==> config.mk <==
export PLATFORM = sky130hd
export DESIGN_NAME = boxcar_moving_average_top
export DESIGN_NICKNAME = d
export VERILOG_FILES = /design/src/hdl/bma_pkg.sv /design/src/hdl/bma_front.sv /design/src/hdl/bma_div.sv /design/src/hdl/bma_core.sv /design/src/hdl/boxcar_moving_average_top.sv
export SDC_FILE = /design/constraint.sdc
export NUM_CORES = 1
export LEC_CHECK = 0
export BUFFER_PORTS_ARGS = -buffer_cell sky130_fd_sc_hd__buf_2
export CAP_MARGIN = 10
export CORE_ASPECT_RATIO = 0.7
export CORE_MARGIN = 2
export CORE_UTILIZATION = 30
export CTS_CLUSTER_DIAMETER = 50
export DETAILED_ROUTE_END_ITERATION = 12
export GPL_TIMING_DRIVEN = 1
export PLACE_DENSITY_LB_ADDON = 0.1
export SYNTH_ARGS = -nofsm -noshare
export SYNTH_HDL_FRONTEND = slang
export SYNTH_SLANG_ARGS = --single-unit
==> constraint.sdc <==
create_clock -name i_clk -period 15.4 [get_ports i_clk]
set_input_delay 3.08 -clock i_clk [delete_from_list [all_inputs] [get_ports i_clk]]
set_output_delay 3.08 -clock i_clk [all_outputs]
set_load 0.05 [all_outputs]
==> src/hdl/bma_pkg.sv <==
// Shared constants and types for the boxcar moving average block.
`timescale 1ns / 1ps

package bma_pkg;

    localparam int DEF_MAX_WINDOW = 16;
    localparam int SAMPLE_W       = 16;
    localparam int AVG_W          = 24;
    localparam int HELD_W         = 5;
    localparam int CFG_W          = 5;
    localparam int FRAC_W         = 8;
    localparam int CFG_RESET      = 16;
    localparam int QUEUE_DEPTH    = 2;

    typedef enum logic [1:0] {
        ST_IDLE,
        ST_READ,
        ST_UPDATE,
        ST_DIV
    } t_state;

    typedef struct packed {
        logic busy;
        logic done;
    } t_div_stat;

endpackage

==> src/hdl/bma_front.sv <==
// Input side: accepts sample requests into a short queue ahead of the window logic.
`timescale 1ns / 1ps

module bma_front (
    input  logic                         i_clk,
    input  logic                         i_rst_n,
    input  logic                         i_valid,
    output logic                         o_ready,
    input  logic [bma_pkg::SAMPLE_W-1:0] i_sample,
    output logic                         o_q_valid,
    output logic [bma_pkg::SAMPLE_W-1:0] o_q_sample,
    input  logic                         i_q_pop
);
    import bma_pkg::*;

    localparam int QPTR_W = (QUEUE_DEPTH > 1) ? $clog2(QUEUE_DEPTH) : 1;
    localparam int QCNT_W = $clog2(QUEUE_DEPTH + 1);

    logic [SAMPLE_W-1:0] r_mem [QUEUE_DEPTH];
    logic [QPTR_W-1:0]   r_wr_ptr;
    logic [QPTR_W-1:0]   r_rd_ptr;
    logic [QCNT_W-1:0]   r_count;
    logic                push;
    logic                pop;

    assign o_ready    = (r_count != QCNT_W'(QUEUE_DEPTH));
    assign o_q_valid  = (r_count != '0);
    assign o_q_sample = r_mem[r_rd_ptr];
    assign push       = i_valid && o_ready;
    assign pop        = i_q_pop && o_q_valid;

    function automatic logic [QPTR_W-1:0] ptr_inc(input logic [QPTR_W-1:0] p);
        return (p == QPTR_W'(QUEUE_DEPTH - 1)) ? '0 : p + QPTR_W'(1);
    endfunction

    always_ff @(posedge i_clk) begin
        if (!i_rst_n) begin
            r_wr_ptr <= '0;
            r_rd_ptr <= '0;
            r_count  <= '0;
        end else begin
            if (push) begin
                r_wr_ptr <= ptr_inc(r_wr_ptr);
            end
            if (pop) begin
                r_rd_ptr <= ptr_inc(r_rd_ptr);
            end
            if (push && !pop) begin
                r_count <= r_count + QCNT_W'(1);
            end else if (pop && !push) begin
                r_count <= r_count - QCNT_W'(1);
            end
        end
    end

    always_ff @(posedge i_clk) begin
        if (push) begin
            r_mem[r_wr_ptr] <= i_sample;
        end
    end

    a_count_bound: assert property (@(posedge i_clk) disable iff (!i_rst_n)
        r_count <= QCNT_W'(QUEUE_DEPTH))
        else $error("queue count exceeds depth");

endmodule

==> src/hdl/bma_div.sv <==
// Radix-2 restoring divider, one quotient bit per cycle.
`timescale 1ns / 1ps

module bma_div #(
    parameter int DIVD_W = 28,
    parameter int DVSR_W = 5
) (
    input  logic               i_clk,
    input  logic               i_rst_n,
    input  logic               i_start,
    input  logic [DIVD_W-1:0]  i_dividend,
    input  logic [DVSR_W-1:0]  i_divisor,
    output logic [DIVD_W-1:0]  o_quotient,
    output bma_pkg::t_div_stat o_stat
);
    import bma_pkg::*;

    localparam int CNT_W = $clog2(DIVD_W + 1);

    logic              r_busy;
    logic              r_done;
    logic [CNT_W-1:0]  r_cnt;
    logic [DIVD_W-1:0] r_quo;
    logic [DVSR_W-1:0] r_rem;
    logic [DVSR_W-1:0] r_dvsr;
    logic [DVSR_W:0]   rem_sh;
    logic [DVSR_W:0]   rem_sub;
    logic              ge;

    // The quotient register doubles as the dividend shifter: its top bit feeds
    // the partial remainder while the new quotient bit enters at the bottom.
    assign rem_sh  = {r_rem, r_quo[DIVD_W-1]};
    assign ge      = (rem_sh >= {1'b0, r_dvsr});
    assign rem_sub = rem_sh - {1'b0, r_dvsr};

    assign o_quotient  = r_quo;
    assign o_stat.busy = r_busy;
    assign o_stat.done = r_done;

    always_ff @(posedge i_clk) begin
        if (!i_rst_n) begin
            r_busy <= 1'b0;
            r_done <= 1'b0;
            r_cnt  <= '0;
        end else if (i_start) begin
            r_busy <= 1'b1;
            r_done <= 1'b0;
            r_cnt  <= CNT_W'(DIVD_W);
        end else if (r_busy) begin
            r_cnt <= r_cnt - CNT_W'(1);
            if (r_cnt == CNT_W'(1)) begin
                r_busy <= 1'b0;
                r_done <= 1'b1;
            end
        end
    end

    always_ff @(posedge i_clk) begin
        if (i_start) begin
            r_quo  <= i_dividend;
            r_rem  <= '0;
            r_dvsr <= i_divisor;
        end else if (r_busy) begin
            r_rem <= ge ? rem_sub[DVSR_W-1:0] : rem_sh[DVSR_W-1:0];
            r_quo <= {r_quo[DIVD_W-2:0], ge};
        end
    end

    a_busy_done: assert property (@(posedge i_clk) disable iff (!i_rst_n)
        !(r_busy && r_done))
        else $error("divider busy and done together");

endmodule

==> src/hdl/bma_core.sv <==
// Window logic: sample store, running sum, fill count, divider and result register.
`timescale 1ns / 1ps

module bma_core #(
    parameter int MAX_WINDOW = bma_pkg::DEF_MAX_WINDOW
) (
    input  logic                         i_clk,
    input  logic                         i_rst_n,
    input  logic                         i_cfg_we,
    input  logic [bma_pkg::CFG_W-1:0]    i_cfg_wdata,
    input  logic                         i_q_valid,
    input  logic [bma_pkg::SAMPLE_W-1:0] i_q_sample,
    output logic                         o_q_pop,
    output logic                         o_valid,
    input  logic                         i_ready,
    output logic [bma_pkg::AVG_W-1:0]    o_average,
    output logic [bma_pkg::HELD_W-1:0]   o_samples_held
);
    import bma_pkg::*;

    // The length register is five bits wide, so no window beyond its range is usable.
    localparam int LEN_CAP = (1 << CFG_W) - 1;
    localparam int EFF_MAX = (MAX_WINDOW < LEN_CAP) ? MAX_WINDOW : LEN_CAP;
    localparam int CNT_W   = $clog2(EFF_MAX + 1);
    localparam int IDX_W   = $clog2(EFF_MAX);
    localparam int SUM_W   = SAMPLE_W + $clog2(EFF_MAX);
    localparam int DIVD_W  = SUM_W + FRAC_W;

    function automatic logic [CNT_W-1:0] clamp_len(input logic [CFG_W-1:0] w);
        logic [CNT_W-1:0] res;
        if (w == '0) begin
            res = CNT_W'(1);
        end else if (int'(w) > EFF_MAX) begin
            res = CNT_W'(EFF_MAX);
        end else begin
            res = CNT_W'(w);
        end
        return res;
    endfunction

    t_state              r_state;
    t_state              n_state;
    logic [CNT_W-1:0]    r_len;
    logic [IDX_W-1:0]    r_idx;
    logic [CNT_W-1:0]    r_fill;
    logic [SUM_W-1:0]    r_sum;
    logic [SAMPLE_W-1:0] r_sample;
    logic [SAMPLE_W-1:0] r_old;
    logic [SAMPLE_W-1:0] r_store [EFF_MAX];
    logic                r_out_valid;
    logic [AVG_W-1:0]    r_avg;
    logic [HELD_W-1:0]   r_held;

    logic                pop;
    logic                div_start;
    logic                load_out;
    logic                full;
    logic [SUM_W-1:0]    sum_base;
    logic [SUM_W-1:0]    n_sum;
    logic [CNT_W-1:0]    n_fill;
    logic [CNT_W-1:0]    idx_inc;
    logic [IDX_W-1:0]    n_idx;
    logic [DIVD_W-1:0]   quotient;
    t_div_stat           div_stat;

    // Once the window is full the oldest sample leaves the sum as the new one enters.
    assign full     = (r_fill >= r_len);
    assign sum_base = full ? (r_sum - SUM_W'(r_old)) : r_sum;
    assign n_sum    = sum_base + SUM_W'(r_sample);
    assign n_fill   = full ? r_len : (r_fill + CNT_W'(1));
    assign idx_inc  = CNT_W'(r_idx) + CNT_W'(1);
    assign n_idx    = (idx_inc >= r_len) ? '0 : idx_inc[IDX_W-1:0];

    always_ff @(posedge i_clk) begin
        if (!i_rst_n) begin
            r_state <= ST_IDLE;
        end else begin
            r_state <= n_state;
        end
    end

    always_comb begin
        n_state   = r_state;
        pop       = 1'b0;
        div_start = 1'b0;
        load_out  = 1'b0;
        unique case (r_state)
            ST_IDLE: begin
                if (i_q_valid) begin
                    pop     = 1'b1;
                    n_state = ST_READ;
                end
            end
            ST_READ: begin
                n_state = ST_UPDATE;
            end
            ST_UPDATE: begin
                div_start = 1'b1;
                n_state   = ST_DIV;
            end
            ST_DIV: begin
                if (div_stat.done && (!r_out_valid || i_ready)) begin
                    load_out = 1'b1;
                    n_state  = ST_IDLE;
                end
            end
            default: begin
                n_state = ST_IDLE;
            end
        endcase
    end

    always_ff @(posedge i_clk) begin
        if (!i_rst_n) begin
            r_len       <= clamp_len(CFG_W'(CFG_RESET));
            r_idx       <= '0;
            r_fill      <= '0;
            r_sum       <= '0;
            r_out_valid <= 1'b0;
        end else begin
            if (i_cfg_we) begin
                r_len  <= clamp_len(i_cfg_wdata);
                r_idx  <= '0;
                r_fill <= '0;
                r_sum  <= '0;
            end else if (r_state == ST_UPDATE) begin
                r_idx  <= n_idx;
                r_fill <= n_fill;
                r_sum  <= n_sum;
            end
            if (load_out) begin
                r_out_valid <= 1'b1;
            end else if (i_ready) begin
                r_out_valid <= 1'b0;
            end
        end
    end

    always_ff @(posedge i_clk) begin
        if (pop) begin
            r_sample <= i_q_sample;
        end
        if (r_state == ST_READ) begin
            r_old <= r_store[r_idx];
        end
        if (r_state == ST_UPDATE) begin
            r_store[r_idx] <= r_sample;
        end
        if (load_out) begin
            r_avg  <= quotient[AVG_W-1:0];
            r_held <= HELD_W'(r_fill);
        end
    end

    bma_div #(
        .DIVD_W (DIVD_W),
        .DVSR_W (CNT_W)
    ) u_div (
        .i_clk      (i_clk),
        .i_rst_n    (i_rst_n),
        .i_start    (div_start),
        .i_dividend ({n_sum, FRAC_W'(0)}),
        .i_divisor  (n_fill),
        .o_quotient (quotient),
        .o_stat     (div_stat)
    );

    assign o_q_pop        = pop;
    assign o_valid        = r_out_valid;
    assign o_average      = r_avg;
    assign o_samples_held = r_held;

    a_fill_bound: assert property (@(posedge i_clk) disable iff (!i_rst_n)
        r_fill <= r_len)
        else $error("fill count beyond window length");

    a_idx_bound: assert property (@(posedge i_clk) disable iff (!i_rst_n)
        CNT_W'(r_idx) < r_len)
        else $error("write index outside window");

    a_held_nonzero: assert property (@(posedge i_clk) disable iff (!i_rst_n)
        r_out_valid |-> (r_held != '0))
        else $error("result shown with zero samples held");

endmodule

==> src/hdl/boxcar_moving_average_top.sv <==
// Top level of the boxcar moving average filter.
`timescale 1ns / 1ps

// Boxcar moving average over the last window_length samples (1 to MAX_WINDOW, capped at 31;
// zero acts as one). Each accepted sample request yields one result: the mean of the samples
// held so far as unsigned Q16.8 (fraction truncated) and the number of samples it covers.
// A sample goes from the input queue through the read, update and divide states to the result
// register; one sample is handled at a time, the next popped once the last result is loaded.
// The radix-2 divider yields one quotient bit per cycle; its dividend is 24 + clog2(EFF_MAX) bits.
// A two-entry input queue and a result register let either side stall alone.
// Writing the length register clears the window; write it only while the block is idle.
module boxcar_moving_average_top #(
    parameter int MAX_WINDOW = bma_pkg::DEF_MAX_WINDOW
) (
    input  logic                         i_clk,
    input  logic                         i_rst_n,
    input  logic                         i_cfg_we,
    input  logic [bma_pkg::CFG_W-1:0]    i_cfg_wdata,
    input  logic                         i_valid,
    output logic                         o_ready,
    input  logic [bma_pkg::SAMPLE_W-1:0] i_sample,
    output logic                         o_valid,
    input  logic                         i_ready,
    output logic [bma_pkg::AVG_W-1:0]    o_average,
    output logic [bma_pkg::HELD_W-1:0]   o_samples_held
);
    import bma_pkg::*;

    logic                q_valid;
    logic [SAMPLE_W-1:0] q_sample;
    logic                q_pop;

    bma_front u_front (
        .i_clk      (i_clk),
        .i_rst_n    (i_rst_n),
        .i_valid    (i_valid),
        .o_ready    (o_ready),
        .i_sample   (i_sample),
        .o_q_valid  (q_valid),
        .o_q_sample (q_sample),
        .i_q_pop    (q_pop)
    );

    bma_core #(
        .MAX_WINDOW (MAX_WINDOW)
    ) u_core (
        .i_clk          (i_clk),
        .i_rst_n        (i_rst_n),
        .i_cfg_we       (i_cfg_we),
        .i_cfg_wdata    (i_cfg_wdata),
        .i_q_valid      (q_valid),
        .i_q_sample     (q_sample),
        .o_q_pop        (q_pop),
        .o_valid        (o_valid),
        .i_ready        (i_ready),
        .o_average      (o_average),
        .o_samples_held (o_samples_held)
    );

endmodule

==> run summary <==
Of the total synthesized cell area, the portion taken by XOR and XNOR cells is 0.0206. Counting flops with a built-in enable in the synthesized netlist gives ~370. The average size of a mapped cell came out at about 16 um^2.

The proportion of power drawn by flip-flops and latches came out at 0.509. Setup violations remaining at the end of the flow were counted as 0. On the final layout, the worst hold slack is between 400 and 500 ps.

The number of maximum-capacitance constraint violations is 0. STA classifies the critical path startpoint as a flop. In the synthesized netlist the dominant register cell turns out to be edfxtp_1. The total overflow reported by the global router came out at 0. The final critical-path required period came out at between 5000 and 6000 ps.

The first-pass GRT wire length is roughly 67 mm. The largest stage delay on the critical path came out at 570 ps. The mapped netlist covers ~0.019 mm^2. The post-route antenna net violation count came out at 0. The total detailed-routing wirelength is 45.0 mm. Internal power comes to roughly 0.0023 W. Static timing analysis puts the maximum clock frequency at ~190 MHz. The number of antenna violations at the first check in global routing is 0. Counting flops with an async set or reset pin after synthesis yields a share of 0. Compared with the post-synthesis result, the final layout area differs by 15.1%. The number of DRC markers after the initial detailed-route iteration came out at 657. Of the synthesized area, sequential elements account for 0.673.

The share of total power dissipated in combinational logic is 0.162. The number of nets handed over by synthesis was roughly 1,300. The number of clock sinks is 435. The arrival time of the worst setup path came out at roughly 5600 ps. Counting tap cells, the placed design contains a total of 2,030 instances. The floorplan step set the die height to roughly 210 um. The number of top-level pins came out at 57. The path class of the tightest hold or removal check is reg -> reg.

After detailed routing, the number of remaining DRC violations is 0. The run finished with clean final reports. The fraction of power spent switching nets is 0.289. The main combinational cell family by area after synthesis is multiplexers. The power share of the clock group came out at 0.329.

The fraction of final layout cells with drive strength greater than 1 is 0.210. The flip-flop and latch count after synthesis is approximately 440. The cell family contributing the most delay on the critical path is compound AO/OA/AOI/OAI gates. The count of port buffers added during placement is 56. The number of buffers inserted during clock tree synthesis came out at 47. After floorplanning, the core was sized to cover between 0.06 and 0.07 mm^2. The final-report max-slew violation count came out at 0. The die width came out at between 300 and 400 um. The library cells used most frequently in the layout, excluding fill and tap cells, are 374 x edfxtp_1, 102 x nand2_1, 80 x mux4_2.

The end-of-flow core utilization is 0.348. The clock latency of the later-clocked register in the worst-skew pair is 570 ps. The pin count of the biggest net entering global routing came out at 52. The hold path depth came out at 0. The maximum vdd drop came out at slightly below 100 uV.

For the final database, setup skew stands at 23.7 ps. Of the total synthesized cell area, the portion taken by AND, OR, NAND and NOR gates is 0.0655. The commonest non-fill, non-tap cell in the layout is edfxtp_1.

The number of buffers and inverters on the critical path is 2. The data required time at the worst endpoint is ~16,000 ps. The ratio of final minimum period to clock period came out at 0.333. The logic depth of the worst path, buffers included came out at 20. Among all stages on the critical path, the largest delay is contributed by o311ai_0. The congestion estimate from routability-driven global placement came to between 0.7 and 0.8.

The detail-routed via count per cell is 4.68. The number of different library cells in the post-synthesis netlist is 75. The half-perimeter wire length after detailed placement is between 20 and 30 mm. The global-route total usage across every layer came out at 0.143. The clock passes through at most 3 buffers. The clock tree synthesis step divided the H-tree into 2 levels. The remaining max-slew budget at the tightest pin is 0.374. The number of iterations in the first detailed-routing pass is 5. In this run the static leakage power is around 7 nW.

The filler cells instantiated in the layout total around 5,900. The highest net fanout along the worst path is 25. The post-cts gate resize count came out at 0. The total die area came out at 0.0637 mm^2. STA classifies the critical path endpoint as a flop. The switching power summed over all nets is 0.000950 W. The initial utilization of the core area, before any placement, comes to 0.302. The count of hold-fix buffers inserted at cts came out at 0. For the pin with the worst max-slew slack, the measured transition is around 940 ps.

The clock-pin slew of the registers on the worst-case setup and hold paths came out at 60 ps. The placement row count came out at 76. The sum of negative setup slack is 0 ps. The final layout contains between 1,000 and 1,500 nets. The fraction of the mapped netlist area in compound gates came to 0.0606.

The synthesized-area fraction occupied by adder cells came out at 0.0438. The critical path in this run is classified as reg -> reg. Yosys printed 0 warnings. The number of vias after detailed routing is ~10,000. The ratio of total power to cell area is around 150 mW/mm^2.

The multiplexer area fraction after synthesis is 0.117. The number of cells on the worst reg-to-reg path is 20. The clock root buffer is clkbuf_16.

Prior to clock tree synthesis, the placed netlist has a worst setup slack of between 10,000 and 15,000 ps. In the final routed layout, each cell accounts on average for approximately 21 um. Leaving out filler cells and counting taps, the final layout contains around 2,100. The critical path goes through inv_1, ha_1, nand2b_1, a21o_1, a21o_2, a21o_1, a21oi_2, buf_4, o21ai_0, ha_1, o21ai_1, o21bai_1, a21o_2, a31oi_1, o311ai_0, a21oi_2, or3_4, or4b_1, o2111ai_1, a311o_1. The post-CTS setup buffer count came out at 0. The number of instances in the synthesized netlist is 1,169. The repair_antennas step left the layout with diodes totalling 0. TritonCTS built the clock tree. The final number of hold-violating endpoints was 0. The via count of the first global-routing pass came to just over 10,000. Setup repair after global routing left no endpoint under its margin. In the post-route analysis, the smallest setup slack over all paths is ~10,000 ps.
## flip-flops by register name, indices dropped and copies added, names as in the netlist
signal and cells:
u_core.r_sum 20, u_core.u_div.r_cnt 5, u_front.r_mem 32, u_core.r_len 5, u_core.u_div.r_busy 1, u_core.r_state 2, u_core.r_old 16, u_front.r_wr_ptr 1
u_core.o_samples_held 5, u_core.r_idx 4, u_core.u_div.r_rem 5, u_core.r_sample 16, u_core.o_average 24, u_core.o_valid 1, u_core.u_div.r_done 1, u_core.r_store 256
u_core.r_fill 5, u_front.r_rd_ptr 1, u_front.r_count 2, u_core.u_div.o_quotient 28, u_core.u_div.r_dvsr 5
## layer usage
metal | up-vias | part of all wire | GRT usage
met3 | 41 | 0.042 | 0.0242
li1 | 4668 | - | -
met4 | 2 | 0.012 | 0.0256
met2 | 147 | 0.42 | 0.207
met1 | 5039 | 0.53 | 0.224
met5 | - | 0.00084 | 0.00538
## path summary, 6_finish.rpt
kind | from | to | slack [ps]
max reg2reg | u_core.r_fill[0] | u_core.r_sum[19] | 10270
min reg2reg | u_core.u_div.o_quotient[23] | u_core.o_average[23] | 450
min | u_core.u_div.o_quotient[23] | u_core.o_average[23] | 450
max | u_core.r_fill[0] | u_core.r_sum[19] | 10270
## cells in the mapped netlist, types with 15 or more instances
cell type,count,area [um^2]
clkbuf_1,25,93.8
nand2_1,102,383
and2_1,23,144
xor2_1,15,131
nor2_1,67,251
mux4_2,80,1800
ha_1,60,751
buf_1,15,56.3
mux2i_1,18,180
edfxtp_1,374,11200
o21ai_0,37,185
mux2_2,16,180
xnor2_1,26,228
dfxtp_1,61,1220
a21oi_1,49,245
inv_1,48,180
## metrics by stage
stage          area (um^2)  total power (W)
6_report             21300          0.00328
2_1_floorplan        18500          0.00201
3_3_place_gp         19900          0.00224
3_5_place_dp         19900          0.00224
5_1_grt              21300          0.00346
4_1_cts              21300          0.00333
## cell families (layout without fill, tap and decap cells)
family                   after synthesis  count (layout)
multiplexers                         114             114
adder cells (fa/ha/maj)               63              63
buffers and inverters                 91             216
AO/OA/AOI/OAI                        168             168
AND/OR/NAND/NOR                      256             256
flip-flops                           435             435
XOR/XNOR                              42              42
## layout make-up
| class | count | area, um^2 | area share |
|---|---|---|---|
| Timing Repair Buffer | 83 | 483 | 0.0227 |
| Clock inverter | 23 | 193 | 0.00905 |
| Sequential cell | 435 | 12500 | 0.585 |
| Tap cell | 819 | 1020 | 0.0481 |
| Inverter | 50 | 201 | 0.00946 |
| Clock buffer | 60 | 1240 | 0.0585 |
| Multi-Input combinational cell | 643 | 5690 | 0.267 |
## power groups by stage
stage	logic, W	registers [W]	clock network [W]
detailed placement	0.000537	0.00170	0
CTS	0.000541	0.00168	0.00112
floorplan	0.000417	0.00159	0
finish	0.000533	0.00167	0.00108
global route	0.000597	0.00169	0.00117
global placement	0.000539	0.00170	0
(Power assumes the default switching activity.)
